==> config.mk <==
export PLATFORM = sky130hd
export DESIGN_NAME = lps_ram
export DESIGN_NICKNAME = d
export VERILOG_FILES = /design/src/rtl/core/lps_ram.sv
export SDC_FILE = /design/constraint.sdc
export NUM_CORES = 1
export LEC_CHECK = 0
export BUFFER_PORTS_ARGS = -buffer_cell sky130_fd_sc_hd__buf_4
export CORE_ASPECT_RATIO = 0.9
export CORE_UTILIZATION = 34
export CTS_BUF_LIST = sky130_fd_sc_hd__clkbuf_8
export CTS_CLUSTER_DIAMETER = 40
export DETAILED_ROUTE_END_ITERATION = 10
export GPL_ROUTABILITY_DRIVEN = 1
export PLACE_DENSITY_LB_ADDON = 0.2
export SYNTH_ARGS = -nofsm -noshare
export SYNTH_HDL_FRONTEND = slang
export SYNTH_SLANG_ARGS = --single-unit
export TNS_END_PERCENT = 30
==> constraint.sdc <==
create_clock -name clk -period 2.1 [get_ports clk]
set_clock_uncertainty 0.1 [all_clocks]
set_input_delay 0.315 -clock clk [delete_from_list [all_inputs] [get_ports clk]]
set_output_delay 0.315 -clock clk [all_outputs]
set_load 0.01 [all_outputs]
==> src/rtl/core/lps_ram.sv <==
// Generic single-write, single-read RAM with registered read data.
`timescale 1ns / 1ps
module lps_ram #(
  parameter int WIDTH = 8,
  parameter int DEPTH = 16,
  parameter int AW    = (DEPTH > 1) ? $clog2(DEPTH) : 1
) (
  input  logic             clk,
  input  logic             we,
  input  logic [AW-1:0]    waddr,
  input  logic [WIDTH-1:0] wdata,
  input  logic [AW-1:0]    raddr,
  output logic [WIDTH-1:0] rdata
);

  logic [WIDTH-1:0] mem [DEPTH];

  always_ff @(posedge clk) begin
    if (we) begin
      mem[waddr] <= wdata;
    end
    rdata <= mem[raddr];
  end

endmodule

* Yosys cells after proc, flatten, opt, wreduce, memory -nomap -nowiden
Memories as Yosys holds them, arrays and structs flattened. A register that Yosys moved wholly into a read port is not among the register bits.
Cells that the tools add are included.
** Operators by class
- $add $sub $neg :: 0
- $mul :: 0
- Divide/modulo/power cells :: 0
- Magnitude comparators :: 0
- Equal/unequal tests :: 0
- Shift-type cells :: 0
- Mux-type cells :: 2
- Bitwise logic cells :: 0
- Reduce and logical (&&, ||, !) cells :: 0
** Operator list (count)
- two-way mux 1 bit :: 2
** Storage, ports and cells
- Register bits after elaboration :: 0
- Latch bits :: 0
- RAM bits :: 128
- Bits in read-only memories :: 0
- Output and inout bits :: 8
- Memories kept :: 1
** Memory list
- mem :: words 16, width 8, rd ports 1, clocked after Yosys merged registers in 1, write ports 1, RTL line 16 : logic [WIDTH-1:0] mem [DEPTH];

* Logic depth before layout (Yosys ltp)
- Depth in word-level cells :: 2
- Mapped depth :: 5

* Worst setup path after synthesis
OpenSTA, ideal clock, no wires.
- Kind :: input port to flip-flop
- Start point :: input port waddr[2]
- End point :: memory mem[0][0], enable pin
- Data arrival time :: 1.425 ns
- Data required time :: 1.617 ns
- Setup slack :: 0.192 ns
- Stages on the path :: 2
- Buffers on the path :: 0
- Cells stage by stage :: or3b_2 > nor3_1
** RTL lines
- start: declaration :: RTL line 10 : input logic [AW-1:0] waddr,
- end: declaration :: RTL line 16
No word-level cell before the write port.

==> metrics.md <==
| Metric | Value |
|---|---|
| Reg2reg end | rdata[4]$_DFF_P_ |
| Yosys reg bits | 136 |
| Yosys warnings | 0 |
| CTS-repair resized insts | 0 |
| Yosys top cell by area | edfxtp_1 |
| DR pass1 iterations | 6 |
| Die area | 15600 um^2 |
| Reg clk slew, reported paths | 80 ps |
| Distinct cells, synth | 19 |
| Clock root buffer | clkbuf_8 |
| Rel. slew slack | 71.6% |
| Mux cell area share after synthesis | 15.0% |
| Setup WS pre-CTS | 189 ps |
| Post-synth ARST share | 0% |
| Final Core Density | 41.9% |
| Critical path peak fanout | 1 |
| Synth Instances | 229 |
| Largest family of logic cells by synthesized area | multiplexers |
| Power per cell area | 960 nW/um^2 |
| H-tree levels | 4 |
| Final worst setup slack | 571 ps |
| Achievable Freq | 654 MHz |
| Fraction of layout cells with a size suffix above 1 | 32.2% |
| Global-route wire length before repair | 16200 um |
| RSZ-0062 raised after global routing | no |
| Fin Setup TNS | 0 ps |
| Routed WL | 10700 um |
| Worst VDD drop | 593 uV |
| Std-Cell Rows | 42 |
| Die Span Y | 119 um |
| Syn-to-layout area delta | 20.2% |
| Seq/Total Area, Yosys | 77.8% |
| DRT iter0 DRCs | 188 |
| Overflow after GRT | 0 |
| Crit path time final | 1530 ps |
| CP required | 2290 ps |
| Reg2Reg Setup Slack | 570 ps |
| Critical path endpoint category | flop |
| Antenna viol nets, final | 0 |
| Post-Syn Area | 5150 um^2 |
| Top-count cell post-synth | edfxtp_1 |
| Input/output buffers | 25 |
| Post-Synth XOR/XNOR Area | 0% |
| CTS tree | done |
| I/O Pins | 26 |
| TritonCTS buffer count | 17 |
| Synth cell count leaders | edfxtp_1, mux4_2, a22oi_1 |
| Top cells by area, synth | edfxtp_1, mux4_2, mux4_1, dfxtp_1, a22oi_1 |
| Die X-Extent | 132 um |
| Worst Hold Class | input pin to flop |
| Hold endpoint | mem[11][7]$_DFFE_PP_ |
| R2R depth | 3 |
| Final Net Count | 303 |
| Bufs on Longest Clock Path | 2 |
| Clk sinks | 136 |
| Design Area, Final | 6190 um^2 |
| Tot Pwr | 5.94 mW |
| Final slew viol count | 0 |
| Post-CTS Setup Inserts | 0 |
| Placeable Area | 14800 um^2 |
| Ant. Diodes | 0 |
| CTS Hold Buffers Added | 0 |
| Avg Cell Area, Syn | 22.5 um^2 |
| Post-synth top area share | 74.7% |
| Placed cell areas | 5700 um^2 |
| Gpl congestion | 0.728 |
| Status | complete, no violations |
| DR vias | 2431 |
| Complex-gate fraction of the synthesized area | 2.33% |
| Final period util | 72.8% |
| Fraction of the mapped netlist area in adder cells | 0% |
| DRC violations left | 0 |
| Max Cap Viol | 0 |
| Routed wire per std cell | 21.7 um |
| Vias in the first global route | 2541 |
| Synthesized Nets | 247 |
| GRT Total Usage | 15.0% |
| DR vias/cell | 4.90 |
| Hold Violations, Final | 0 |
| Hold depth | 1 |
| Worst setup SP type | flop |
| Final setup fails | 0 |
| Antenna violations before repair | 0 |
| R2R Path Start | mem[9][4]$_DFFE_PP_ |
| Clock insertion delay at the later pin of the skew report | 420 ps |
| Static leakage | 2.09 nW |
| Actual slew at the worst max-slew pin | 425 ps |
| Initial Utilization | 34.9% |
| Post-synthesis simple-gate area fraction | 3.18% |
| Pin count of the biggest net entering global routing | 19 |
| Min-delay src | wdata[7] |
| Post-synth top flop | edfxtp_1 |
| Crit Path Class | flop to flop |
| Crit path DAT | 1720 ps |
| Final HPWL DP | 6820 um |
| Number of enable flip-flop cells after synthesis | 128 |
critical path, stage by stage, from the launching register on:
cell and delay [ps]:
edfxtp_1 360, mux4_1 510, a22oi_1 280, nand2_1 140
flip-flops by register name (all words and copies together), names as in the netlist:
register,flops
mem,128
rdata,8
cells by family after synthesis:
family / after synthesis
muxes: 32
AOI/OAI and AO/OA: 16
DFF: 136
and+or+nand+nor: 35
buffers and inverters: 10
worst max path at each step:
stage	from	to	slack [ps]
after floorplan	waddr[2]	mem[0][0]$_DFFE_PP_	190
after global placement	raddr[0]	rdata[1]$_DFF_P_	210
after detailed placement	raddr[0]	rdata[1]$_DFF_P_	190
after CTS	mem[9][4]$_DFFE_PP_	rdata[4]$_DFF_P_	530
after global routing	mem[0][1]$_DFFE_PP_	rdata[1]$_DFF_P_	520
final	mem[9][4]$_DFFE_PP_	rdata[4]$_DFF_P_	570
power breakdown:
part	switching, mW	total (mW)	internal, mW
sequential	0.0189	3.05	3.03
combinational	0.171	0.318	0.147
clock	0.978	2.57	1.59
stage by stage:
step	hold slack, ps	instances
after global routing	80.6	496
after detailed placement	542	464
final	98.0	496
after floorplan	314	229
after global placement	531	464
after CTS	75.4	496
area by class of cell:
class	instances	area, um^2
Clock buffer	19	262
Sequential cell	136	4000
Clock inverter	13	225
Tap cell	198	248
Fill cell	1332	8580
Multi-Input combinational cell	83	1060
Timing Repair Buffer	47	390
cell usage in the layout (no fill, tap or decap), drive strengths merged, types with 3 or more instances in the layout:
cell      n
nor3      4
inv       3
nor2     13
a22oi    16
dfxtp     8
nand2     9
mux4     32
bufinv    6
clkbuf   19
buf      47
edfxtp  128
metal layers:
layer	up-vias	track usage, %	routed length, um
met5	-	0	0
met4	0	4.58	37
met3	2	4.33	705
met2	61	23.5	5310
met1	1284	20.2	4690
li1	1084	-	-
Power figures use the tool's default switching activity.
