### src/rtl/core/lps_pkg.sv
// Shared widths, constants and types for the linear prime sieve.
`timescale 1ns / 1ps
package lps_pkg;

  localparam int NUM_W  = 12;        // number, limit and stored prime width
  localparam int CUR_W  = 13;        // running number register
  localparam int CNT_W  = 11;        // prime count width
  localparam int PROD_W = 2 * NUM_W; // number times prime
  localparam int CNT_FIELD_MAX = 2047;
  localparam logic [CUR_W-1:0] FIRST_NUM = CUR_W'(2);

  typedef struct packed {
    logic done;  // one-cycle pulse, remainder ready
    logic zero;  // remainder is zero, valid with done
  } rem_stat_t;

endpackage

### src/rtl/core/lps_rem.sv
// Bit-serial restoring remainder unit, one dividend bit per cycle.
`timescale 1ns / 1ps
module lps_rem
  import lps_pkg::*;
(
  input  logic             clk,
  input  logic             rst_n,
  input  logic             start,
  input  logic [NUM_W-1:0] dividend,
  input  logic [NUM_W-1:0] divisor,
  output rem_stat_t        stat
);

  localparam int IW = $clog2(NUM_W + 1);

  logic             busy_r;
  logic             done_r;
  logic [IW-1:0]    cnt_r;
  logic [NUM_W-1:0] dvd_r;
  logic [NUM_W-1:0] dsr_r;
  logic [NUM_W-1:0] rem_r;

  logic [NUM_W:0]   shifted;
  logic [NUM_W:0]   diff;
  logic [NUM_W-1:0] rem_nxt;

  always_comb begin
    shifted = {rem_r, dvd_r[NUM_W-1]};
    diff    = shifted - {1'b0, dsr_r};
    rem_nxt = (shifted >= {1'b0, dsr_r}) ? diff[NUM_W-1:0] : shifted[NUM_W-1:0];
  end

  always_ff @(posedge clk) begin
    if (!rst_n) begin
      busy_r <= 1'b0;
      done_r <= 1'b0;
      cnt_r  <= '0;
    end else if (start) begin
      busy_r <= 1'b1;
      done_r <= 1'b0;
      cnt_r  <= '0;
    end else if (busy_r) begin
      cnt_r <= cnt_r + IW'(1);
      if (cnt_r == IW'(NUM_W - 1)) begin
        busy_r <= 1'b0;
        done_r <= 1'b1;
      end
    end else begin
      done_r <= 1'b0;
    end
  end

  always_ff @(posedge clk) begin
    if (start) begin
      dvd_r <= dividend;
      dsr_r <= divisor;
      rem_r <= '0;
    end else if (busy_r) begin
      dvd_r <= {dvd_r[NUM_W-2:0], 1'b0};
      rem_r <= rem_nxt;
    end
  end

  assign stat.done = done_r;
  assign stat.zero = (rem_r == '0);

endmodule

### config.mk
export PLATFORM = sky130hd
export DESIGN_NAME = lps_rem
export DESIGN_NICKNAME = d
export VERILOG_FILES = /design/src/rtl/core/lps_pkg.sv /design/src/rtl/core/lps_rem.sv
export SDC_FILE = /design/constraint.sdc
export NUM_CORES = 1
export LEC_CHECK = 0
export ABC_AREA = 1
export BUFFER_PORTS_ARGS = -buffer_cell sky130_fd_sc_hd__buf_2
export CORE_UTILIZATION = 55
export CTS_BUF_LIST = sky130_fd_sc_hd__clkbuf_8
export CTS_CLUSTER_SIZE = 14
export DETAILED_ROUTE_END_ITERATION = 8
export HOLD_SLACK_MARGIN = 0.03
export PLACE_DENSITY_LB_ADDON = 0.3
export SLEW_MARGIN = 15
export SYNTH_ARGS = -nofsm -noshare
export SYNTH_HDL_FRONTEND = slang
export SYNTH_SLANG_ARGS = --single-unit
### constraint.sdc
create_clock -name clk -period 2 [get_ports clk]
set_input_delay 0.6 -clock clk [delete_from_list [all_inputs] [get_ports clk]]
set_output_delay 0.6 -clock clk [all_outputs]
set_load 0.05 [all_outputs]
Word level (Yosys, flattened, before mapping)
Cells that the tools add are included.
- $add $sub $neg: 2
- $lt $le $gt $ge: 1
- equal/unequal tests: 1
- muxes and demuxes: 6
- bitwise operators: 2
- reductions and logical operators: 4
- operator list (kind ; number):
    $mux 12 ; 3
    $ge 13x12->1 ; 1
    $logic_not 12->1 ; 1
    $sub 12x12->12 ; 1
    $add 4x1->4 const B ; 1
    $eq 4x4->1 const B ; 1
    $mux 1 ; 3
    $reduce_or 3->1 ; 1
    $not 1->1 ; 2
    $reduce_bool 2->1 ; 1
    $reduce_or 2->1 ; 1
- bits in registers: 42
- input bits: 27
- word-level logic and storage cells: 22

Logic depth before layout (Yosys ltp)
Gate-level depths: netlist of the first run.
- depth after elaboration: 4
- depth in mapped cells: 12
- depth with buffers taken out: 12

Worst setup path after synthesis of the first run
Ideal clock, no wire load.
- path kind: register -> output
- start: register rem_r[9]
- end: output port stat[0] in the netlist's numbering
- arrival: 2.113 ns
- slack: -0.713 ns
- cell stages (with the launch flop): 4
- path buffers: 0
- path through: dfxtp_1 nor4_1 nand3_1 nor4_1
- RTL lines (element ; RTL line ; RTL):
    from (decl) ; lps_rem.sv:21 ; logic [NUM_W-1:0] rem_r;
    from (signal assigned) ; lps_rem.sv:60 ; rem_r <= rem_nxt;
    to (decl) ; lps_rem.sv:11 ; output rem_stat_t stat

==> impl_metrics.py, run 1 <==
metrics = {
    "finish": {
        "post-route-util_pct": 67.5,
        "design_area_um2": 2960,
        "final_cells": 430,
        "drive_gt1_share_pct": 19.6,
        "nets": 418,
        "mostFrequentLayoutCells": "nand2_1 (119), inv_1 (55), buf_2 (27), edfxtp_1 (24), nand3_1 (23)",
        "fillers": 379,
        "area_growth_pct": 16.8,
        "layout_commonest_cell": "nand2_1",
        "diodes": 0,
    },
    "logic_synthesis": {
        "synthCells": 337,
        "synth_largest_area_cell": "edfxtp_1",
        "netlist_area_um2": 2530,
        "synth_top_area_share_pct": 28.4,
        "yosysSeqAreaShare_pct": 42.6,
        "yosysWarningCount": 0,
        "synth.top_cells.by_area": "edfxtp_1 (28%), nand2_1 (18%), dfxtp_1 (14%)",
        "ys_ff_latch": 42,
        "syn_nets": 378,
        "synth_cell_types": 27,
        "syn-mean-instance-area_um2": 7.52,
    },
    "clocking": {
        "cts_tree": "built",
        "cts_root_buf": "clkbuf_8",
        "ctsLongestPathBuffers": 2,
        "cts_sinks": 42,
        "ctsHoldBuffers": 0,
        "post_cts_buffers": 0,
        "clk_pin_slew_worst_paths_ps": 80,
        "htreeDepth": 2,
        "clk_latency_ps": 290,
        "cts_made_buffers": 5,
    },
    "routing": {
        "vias": 2231,
        "drt-vias-per-instance": 5.19,
        "drc": 0,
        "postRouteWirelength_um": 5230,
        "wl_per_cell_um": 12.2,
        "first_pass_iters": 4,
        "postRouteAntennaNets": 0,
        "drtIter0Drc": 239,
    },
    "power": {
        "internal_power_uw": 1310,
        "p_leak_uw": 0.00155,
        "pwr-share-seq_pct": 55.7,
        "share_comb_of_total_power_pct": 15.4,
        "p_per_area_nw_per_um2": 599,
        "swShare_pct": 26.1,
        "clock_power_share_pct": 29.0,
        "p_switching_uw": 464,
        "ir_drop_uv": 554,
    },
    "placement": {
        "dpl_worst_slack_ps": 53.1,
        "place.gp.congestion": 0.880,
        "dp.cells": 421,
        "io_buffers": 28,
        "dp_hpwl_um": 3940,
        "dpl-instance-area_um2": 2800,
    },
    "global_routing": {
        "gr-usage-all-layers_pct": 23.4,
        "grt_pass1_wl_um": 9060,
        "grt_pass1_vias": 2080,
        "overflow": 0,
        "antenna_found_initial": 0,
        "grt_max_degree": 20,
    },
    "sta": {
        "relSlewSlack_pct": 69.8,
        "period_share_pct": 101,
        "rsz0062_at_grt": "true",
        "fin_skew_ps": 6.50,
        "slew_violations": 0,
        "period_needed_ps": 2020,
        "hold_viol": 0,
        "fmax_mhz": 495,
        "setup_viol": 1,
        "tns_ps": -21.7,
        "setup_slack_ps": -21.7,
        "worst_pin_slew_ps": 452,
    },
    "setup_path": {
        "critPathLaunchType": "register",
        "path_class": "register to primary output",
        "crit_fanout": 2,
        "crit_arrival_ps": 1420,
        "required_ps": 1400,
        "endpoint_kind": "primary output",
    },
    "outcome": {
        "violations": "setup timing",
        "outcome": "finished, violations left",
    },
    "min_path": {
        "hold_path_class": "register to register",
    },
    "floorplan": {
        "io_pins": 29,
        "start_util_pct": 57.8,
        "die-width_um": 69.9,
        "coreArea_um2": 4380,
        "fp.dieH_um": 69.9,
        "dieArea_um2": 4880,
        "num_rows": 24,
    },
    "job": {
        "maxCapViolations": 0,
    },
}
==> flip-flops by register name, indices dropped and copies added, names as in the netlist <==
signal / count
dvd_r: 12
done_r: 1
cnt_r: 4
rem_r: 12
busy_r: 1
dsr_r: 12
==> final cells by class <==
cell class	count	area [um^2]	share of cell area [%]
Clock inverter	3	12.5	0.423
Tap cell	52	65.1	2.20
Multi-Input combinational cell	229	1260	42.6
Sequential cell	42	1080	36.6
Inverter	57	214	7.23
Clock buffer	5	68.8	2.32
Timing Repair Buffer	42	255	8.62
==> worst max-delay path, stage by stage, from the launching register on <==
cell	delay, ps
dfxtp_2	340
nor4_4	310
nand3_2	130
nor4_4	160
buf_6	190
==> what timing repair did <==
action | in CTS | in global routing
setup endpoints to repair | 1 | 13
gates resized for setup | 6 | 9
cloned | 0 | 1
pin swaps | 1 | 2
endpoints found under the hold margin | 0 | 0
==> path summary, 6_finish.rpt <==
path | start | to | slack [ps] | cells past startpoint
hold / removal | cnt_r[3] | cnt_r[3] | 470 | 2
setup / recovery | rem_r[9] | stat[0] | -20 | 4
setup reg to reg | rem_r[9] | rem_r[7] | 110 | 9
hold reg to reg | cnt_r[3] | cnt_r[3] | 470 | 2
==> cells by family after synthesis <==
kind of cell | share of synthesized area [%]
simple gates | 34.9
buf+inv | 10.7
flops | 42.6
fa+ha+maj | 7.21
compound gates | 2.81
xor+xnor | 1.73
==> power groups by stage <==
stage / clock, uW / combinational, uW / sequential (uW)
after floorplan: 0 / 180 / 1000
after global placement: 0 / 256 / 1000
after detailed placement: 0 / 263 / 1010
after CTS: 529 / 269 / 988
after global routing: 559 / 309 / 993
final: 514 / 273 / 988
==> metrics by stage <==
step	power, uW	hold slack (ps)
finish	1770	465
global route	1860	467
CTS	1790	468
detailed placement	1270	459
global placement	1260	450
floorplan	1180	439
==> cells in the mapped netlist, drive strengths merged <==
| library cell | count |
|---|---|
| nand3b | 1 |
| edfxtp | 24 |
| xnor2 | 5 |
| buf | 6 |
| fa | 1 |
| nor4 | 2 |
| o21ai | 5 |
| nand4 | 15 |
| dfxtp | 18 |
| nand3 | 32 |
| ha | 13 |
| inv | 57 |
| nand2 | 123 |
| a211oi | 1 |
| nor2 | 21 |
| nor3 | 2 |
| a21oi | 7 |
| clkbuf | 4 |
==> per-layer routing <==
layer	global-route usage, %	vias up	routed length (um)	part of all wire (%)
li1	-	1156	-	-
met1	30.0	996	2350	45
met2	39.2	64	2450	47
met3	3.61	15	263	5.0
met4	10.4	0	164	3.1
met5	0	-	0	0
(Power assumes the default switching activity.)
==> run 2: changes to the inputs <==
ABC_AREA = default   (was 1)
==> impl_metrics.py, run 2 <==
metrics = {
    "outcome": {
        "outcome": "finished, violations left",
        "violations": "setup timing",
    },
    "power": {
        "ir_drop_uv": 663,
        "swShare_pct": 30.5,
        "share_comb_of_total_power_pct": 34.7,
        "p_per_area_nw_per_um2": 809,
        "internal_power_uw": 1810,
        "p_switching_uw": 793,
        "pwr-share-seq_pct": 39.7,
        "clock_power_share_pct": 25.6,
        "p_leak_uw": 0.00140,
    },
    "setup_path": {
        "path_class": "register to register",
        "required_ps": 2190,
        "r2r_end": "rem_r[8]",
        "crit_fanout": 2,
        "critPathLaunchType": "register",
        "r2r-start": "dvd_r[11]",
        "crit_arrival_ps": 2590,
        "r2r_cells": 10,
        "endpoint_kind": "register",
        "rrSetupSlack_ps": -400,
    },
    "logic_synthesis": {
        "yosysWarningCount": 0,
        "synthCells": 213,
        "syn-mean-instance-area_um2": 10.7,
        "synth.top_cells.by_area": "edfxtp_1 (32%), dfxtp_1 (16%), ha_1 (7.1%)",
        "synth-compound-area-share_pct": 16.8,
        "netlist_area_um2": 2290,
        "yosysSeqAreaShare_pct": 47.3,
        "synth_xor_area_share_pct": 4.21,
        "synth_top_family_by_area": "compound AO/OA/AOI/OAI gates",
        "synth_cell_types": 48,
        "yosys.area_share.simple_pct": 12.3,
        "synth_common_cells": "edfxtp_1 (24), nor2_1 (20), dfxtp_1 (18), nand2_1 (18), inv_1 (17)",
        "synth_largest_area_cell": "edfxtp_1",
        "synthArstFlopShare_pct": 0,
        "ys_ff_latch": 42,
        "post-synth-top-count-cell": "edfxtp_1",
        "synth_edf_count": 24,
        "syn_nets": 254,
        "synth_top_area_share_pct": 31.5,
        "synth_top_flop_cell": "edfxtp_1",
        "synth_mux_area_share_pct": 6.29,
        "synthAdderAreaFrac_pct": 7.99,
    },
    "floorplan": {
        "die-width_um": 66.5,
        "fp.dieH_um": 66.5,
        "dieArea_um2": 4420,
        "coreArea_um2": 4000,
        "num_rows": 23,
        "start_util_pct": 57.1,
        "io_pins": 29,
    },
    "clocking": {
        "cts_root_buf": "clkbuf_8",
        "ctsHoldBuffers": 0,
        "cts_tree": "built",
        "cts_sinks": 42,
        "clk_pin_slew_worst_paths_ps": 80,
        "clk_latency_ps": 300,
        "htreeDepth": 2,
        "ctsLongestPathBuffers": 2,
        "cts_made_buffers": 5,
    },
    "global_routing": {
        "antenna_found_initial": 0,
        "gr-usage-all-layers_pct": 28.9,
        "overflow": 0,
        "grt_pass1_vias": 1977,
        "grt_max_degree": 28,
        "grt_pass1_wl_um": 9180,
    },
    "placement": {
        "dp_hpwl_um": 3510,
        "place.gp.congestion": 0.893,
        "dpl-instance-area_um2": 2750,
        "io_buffers": 28,
    },
    "finish": {
        "mostFrequentLayoutCells": "buf_4 (41), buf_2 (27), edfxtp_1 (24), nor2_1 (20), dfxtp_1 (15)",
        "diodes": 0,
        "design_area_um2": 3220,
        "area_growth_pct": 40.8,
        "fillers": 217,
        "layout_commonest_cell": "buf_4",
        "nets": 330,
        "reg_top3": "dsr_r x12, dvd_r x12, rem_r x12",
        "drive_gt1_share_pct": 49.3,
    },
    "sta": {
        "setup_slack_ps": -396,
        "fin_skew_ps": 7.92,
        "setup_viol": 12,
        "period_needed_ps": 2400,
        "tns_ps": -1710,
        "fmax_mhz": 417,
        "relSlewSlack_pct": 65.5,
        "period_share_pct": 120,
        "slew_violations": 0,
        "rsz0062_at_grt": "true",
        "worst_pin_slew_ps": 517,
        "hold_viol": 0,
    },
    "min_path": {
        "hold_path_end": "done_r",
        "hold_depth": 2,
        "hold_path_class": "register to register",
        "hp-start": "done_r",
    },
    "routing": {
        "first_pass_iters": 4,
        "postRouteWirelength_um": 6220,
        "wl_per_cell_um": 18.3,
        "drc": 0,
        "vias": 2021,
        "drt-vias-per-instance": 5.94,
        "postRouteAntennaNets": 0,
        "drtIter0Drc": 124,
    },
    "job": {
        "maxCapViolations": 0,
    },
}
run 2: power by group through the flow:
stage	Clock (uW)	Sequential [uW]	Combinational, uW
3_5_place_dp	0	1040	640
2_1_floorplan	0	1040	404
3_3_place_gp	0	1040	626
4_1_cts	670	1030	777
5_1_grt	708	1040	954
6_report	667	1030	903
run 2: routing by layer:
layer | up-vias | global-route usage [%] | share of wire [%]
li1 | 941 | - | -
met1 | 965 | 34.2 | 41
met2 | 88 | 49.1 | 49
met3 | 27 | 7.19 | 6.3
met4 | 0 | 12.8 | 3.7
met5 | - | 0 | 0
run 2: final cells by class:
| type | instances | area, um^2 | share of cell area [%] |
|---|---|---|---|
| clock buffer | 5 | 68.8 | 2.14 |
| multi-input combinational | 146 | 1350 | 41.9 |
| inverter | 17 | 63.8 | 1.98 |
| timing repair buffer | 77 | 548 | 17.0 |
| clock inverter | 3 | 41.3 | 1.28 |
| sequential | 42 | 1080 | 33.7 |
| tap | 50 | 62.6 | 1.94 |
run 2: timing repair:
item,4_1_cts,5_1_grt
gates cloned,1,0
endpoints found under the hold margin,0,0
endpoints found under the setup margin,12,13
pin swaps,26,18
setup buffers,9,2
resized for setup,37,23
run 2: how the worst max path moves through the flow:
stage                          end  startpoint  cells past startpoint  slack (ps)
after global routing      rem_r[8]   dvd_r[11]                     10        -500
after floorplan           rem_r[8]   dvd_r[11]                     10        -280
after detailed placement  rem_r[8]   dvd_r[11]                     10        -330
after global placement    rem_r[8]   dvd_r[11]                     10        -290
final                     rem_r[8]   dvd_r[11]                     10        -400
after CTS                 rem_r[8]   dvd_r[11]                     10        -330
run 2: kinds of logic (layout without fill, tap and decap cells):
group / count (synthesis) / after routing
buf+inv: 26 / 102
fa+ha+maj: 14 / 14
compound gates: 46 / 46
xor+xnor: 11 / 11
mux: 13 / 13
simple gates: 61 / 62
flops: 42 / 42
run 2: metrics by stage:
step | hold slack (ps) | instances | total power (uW) | setup slack, ps | utilization [%]
floorplan | 434 | 213 | 1440 | -283 | -
global placement | 443 | 323 | 1660 | -287 | 68.7
detailed placement | 452 | 323 | 1680 | -329 | 68.7
CTS | 465 | 340 | 2470 | -334 | 77.3
global route | 461 | 340 | 2700 | -503 | 80.5
finish | 459 | 340 | 2600 | -396 | 80.5
run 2: worst max-delay path, stage by stage, from the launching register on:
cell and delay, ps:
edfxtp_1 420, inv_2 90, ha_4 130, inv_2 40, fa_2 340, a211oi_2 270, o21bai_1 140, a2111oi_2 360
a21oi_1 100, xor2_1 160, a211o_1 260
==> run 3: changes to the inputs <==
--- a/config.mk
+++ b/config.mk
@@ -7,4 +7,5 @@
 export LEC_CHECK = 0
 export BUFFER_PORTS_ARGS = -buffer_cell sky130_fd_sc_hd__buf_2
+export CAP_MARGIN = 10
 export CORE_UTILIZATION = 55
 export CTS_BUF_LIST = sky130_fd_sc_hd__clkbuf_8
==> constraint.sdc (replaced) <==
create_clock -name clk -period 2 [get_ports clk]
set_input_delay 0.2 -clock clk [delete_from_list [all_inputs] [get_ports clk]]
set_output_delay 0.2 -clock clk [all_outputs]
set_load 0.05 [all_outputs]
==> impl_metrics.py, run 3 (synthesis results as in run 2) <==
metrics = {
    "clocking": {
        "clk_latency_ps": 300,
        "cts_root_buf": "clkbuf_8",
        "cts_tree": "built",
        "htreeDepth": 2,
        "clk_pin_slew_worst_paths_ps": 90,
        "ctsLongestPathBuffers": 2,
        "cts_sinks": 42,
        "cts_made_buffers": 5,
    },
    "setup_path": {
        "crit_fanout": 2,
        "endpoint_kind": "register",
        "crit_arrival_ps": 2680,
        "r2r-start": "dvd_r[11]",
        "path_class": "register to register",
        "required_ps": 2200,
        "rrSetupSlack_ps": -470,
        "worstSetupStartpoint": "dvd_r[11]",
        "critPathLaunchType": "register",
    },
    "sta": {
        "period_needed_ps": 2470,
        "relSlewSlack_pct": 66.6,
        "whs_ps": 63.4,
        "fmax_mhz": 404,
        "slew_violations": 0,
        "rsz0062_at_grt": "true",
        "worst_pin_slew_ps": 499,
        "setup_slack_ps": -474,
        "hold_viol": 0,
        "period_share_pct": 124,
        "fin_skew_ps": 12.7,
        "setup_viol": 11,
    },
    "job": {
        "maxCapViolations": 0,
    },
    "routing": {
        "drc": 0,
        "drt-vias-per-instance": 5.90,
        "postRouteAntennaNets": 0,
        "vias": 2011,
        "postRouteWirelength_um": 6130,
        "first_pass_iters": 4,
        "wl_per_cell_um": 18.0,
        "drtIter0Drc": 133,
    },
    "placement": {
        "dpl-instance-area_um2": 2780,
        "io_buffers": 28,
        "dp.cells": 325,
        "place.gp.congestion": 0.865,
        "dp_hpwl_um": 3720,
    },
    "finish": {
        "design_area_um2": 3150,
        "drive_gt1_share_pct": 44.7,
        "nets": 331,
        "mostFrequentLayoutCells": "buf_4 (44), buf_2 (28), edfxtp_1 (24), nor2_1 (20), dfxtp_1 (18)",
        "diodes": 0,
        "reg_top3": "dsr_r x12, dvd_r x12, rem_r x12",
        "final_cells": 341,
        "area_growth_pct": 37.8,
        "layout_commonest_cell": "buf_4",
    },
    "floorplan": {
        "start_util_pct": 57.1,
        "num_rows": 23,
        "coreArea_um2": 4000,
        "fp.dieH_um": 66.5,
        "io_pins": 29,
        "dieArea_um2": 4420,
        "die-width_um": 66.5,
    },
    "min_path": {
        "hp-start": "divisor[2]",
        "hold_path_class": "input pin to register",
    },
    "outcome": {
        "outcome": "finished, violations left",
        "violations": "setup timing",
    },
    "global_routing": {
        "overflow": 0,
        "antenna_found_initial": 0,
        "gr-usage-all-layers_pct": 28.8,
        "grt_pass1_wl_um": 9080,
        "grt_max_degree": 36,
        "grt_pass1_vias": 2023,
    },
    "power": {
        "p_leak_uw": 0.00138,
        "ir_drop_uv": 703,
        "finalPower_uw": 2460,
        "p_per_area_nw_per_um2": 783,
    },
}
[run 3: final timing paths]
path | depth (start not counted) | end
setup / recovery | 10 | rem_r[8]
hold / removal | 1 | dsr_r[2]
setup reg to reg | 10 | rem_r[8]
hold reg to reg | 2 | done_r
[run 3: worst max-delay path: stages, from the launching register on]
cell and delay, ps:
edfxtp_1 410, inv_2 90, ha_4 140, inv_2 40, fa_2 360, a211oi_4 270
o21bai_2 130, a2111oi_2 420, a21oi_1 100, xor2_1 160, a211o_1 250
[run 3: per-layer routing]
metal | global-route usage (%) | vias up | wire length, um
li1 | - | 938 | -
met1 | 33.4 | 979 | 2620
met2 | 47.6 | 68 | 3000
met3 | 9.25 | 26 | 280
met4 | 14.4 | 0 | 225
met5 | 0 | - | 0
[run 3: stage by stage]
| step | setup TNS (ps) | setup WS [ps] | utilization, % |
|---|---|---|---|
| after detailed placement | -2210 | -398 | 69.4 |
| after global placement | -1280 | -288 | 69.4 |
| after floorplan | -422 | -283 | - |
| after global routing | -2520 | -574 | 78.7 |
| after CTS | -1030 | -379 | 76.0 |
| final | -1570 | -474 | 78.7 |
[run 3: layout make-up]
| type | instances | area, um^2 |
|---|---|---|
| clock inverter | 3 | 17.5 |
| sequential | 42 | 1080 |
| inverter | 17 | 63.8 |
| fill | 234 | 851 |
| clock buffer | 5 | 68.8 |
| multi-input combinational | 146 | 1290 |
| tap | 50 | 62.6 |
| timing repair buffer | 78 | 563 |
[run 3: what timing repair did]
item,CTS,global route
hold endpoints to repair,0,0
pin swaps,25,15
buffers inserted,2,5
setup endpoints to repair,12,12
cloned,2,0
hold buffers,0,0
gates resized for setup,28,13
[run 3: power breakdown]
part	leakage, uW	internal, uW	switching (uW)
Clock	0.0000493	242	309
Combinational	0.000941	452	431
Sequential	0.000386	992	39.0
Total	0.00138	1690	779
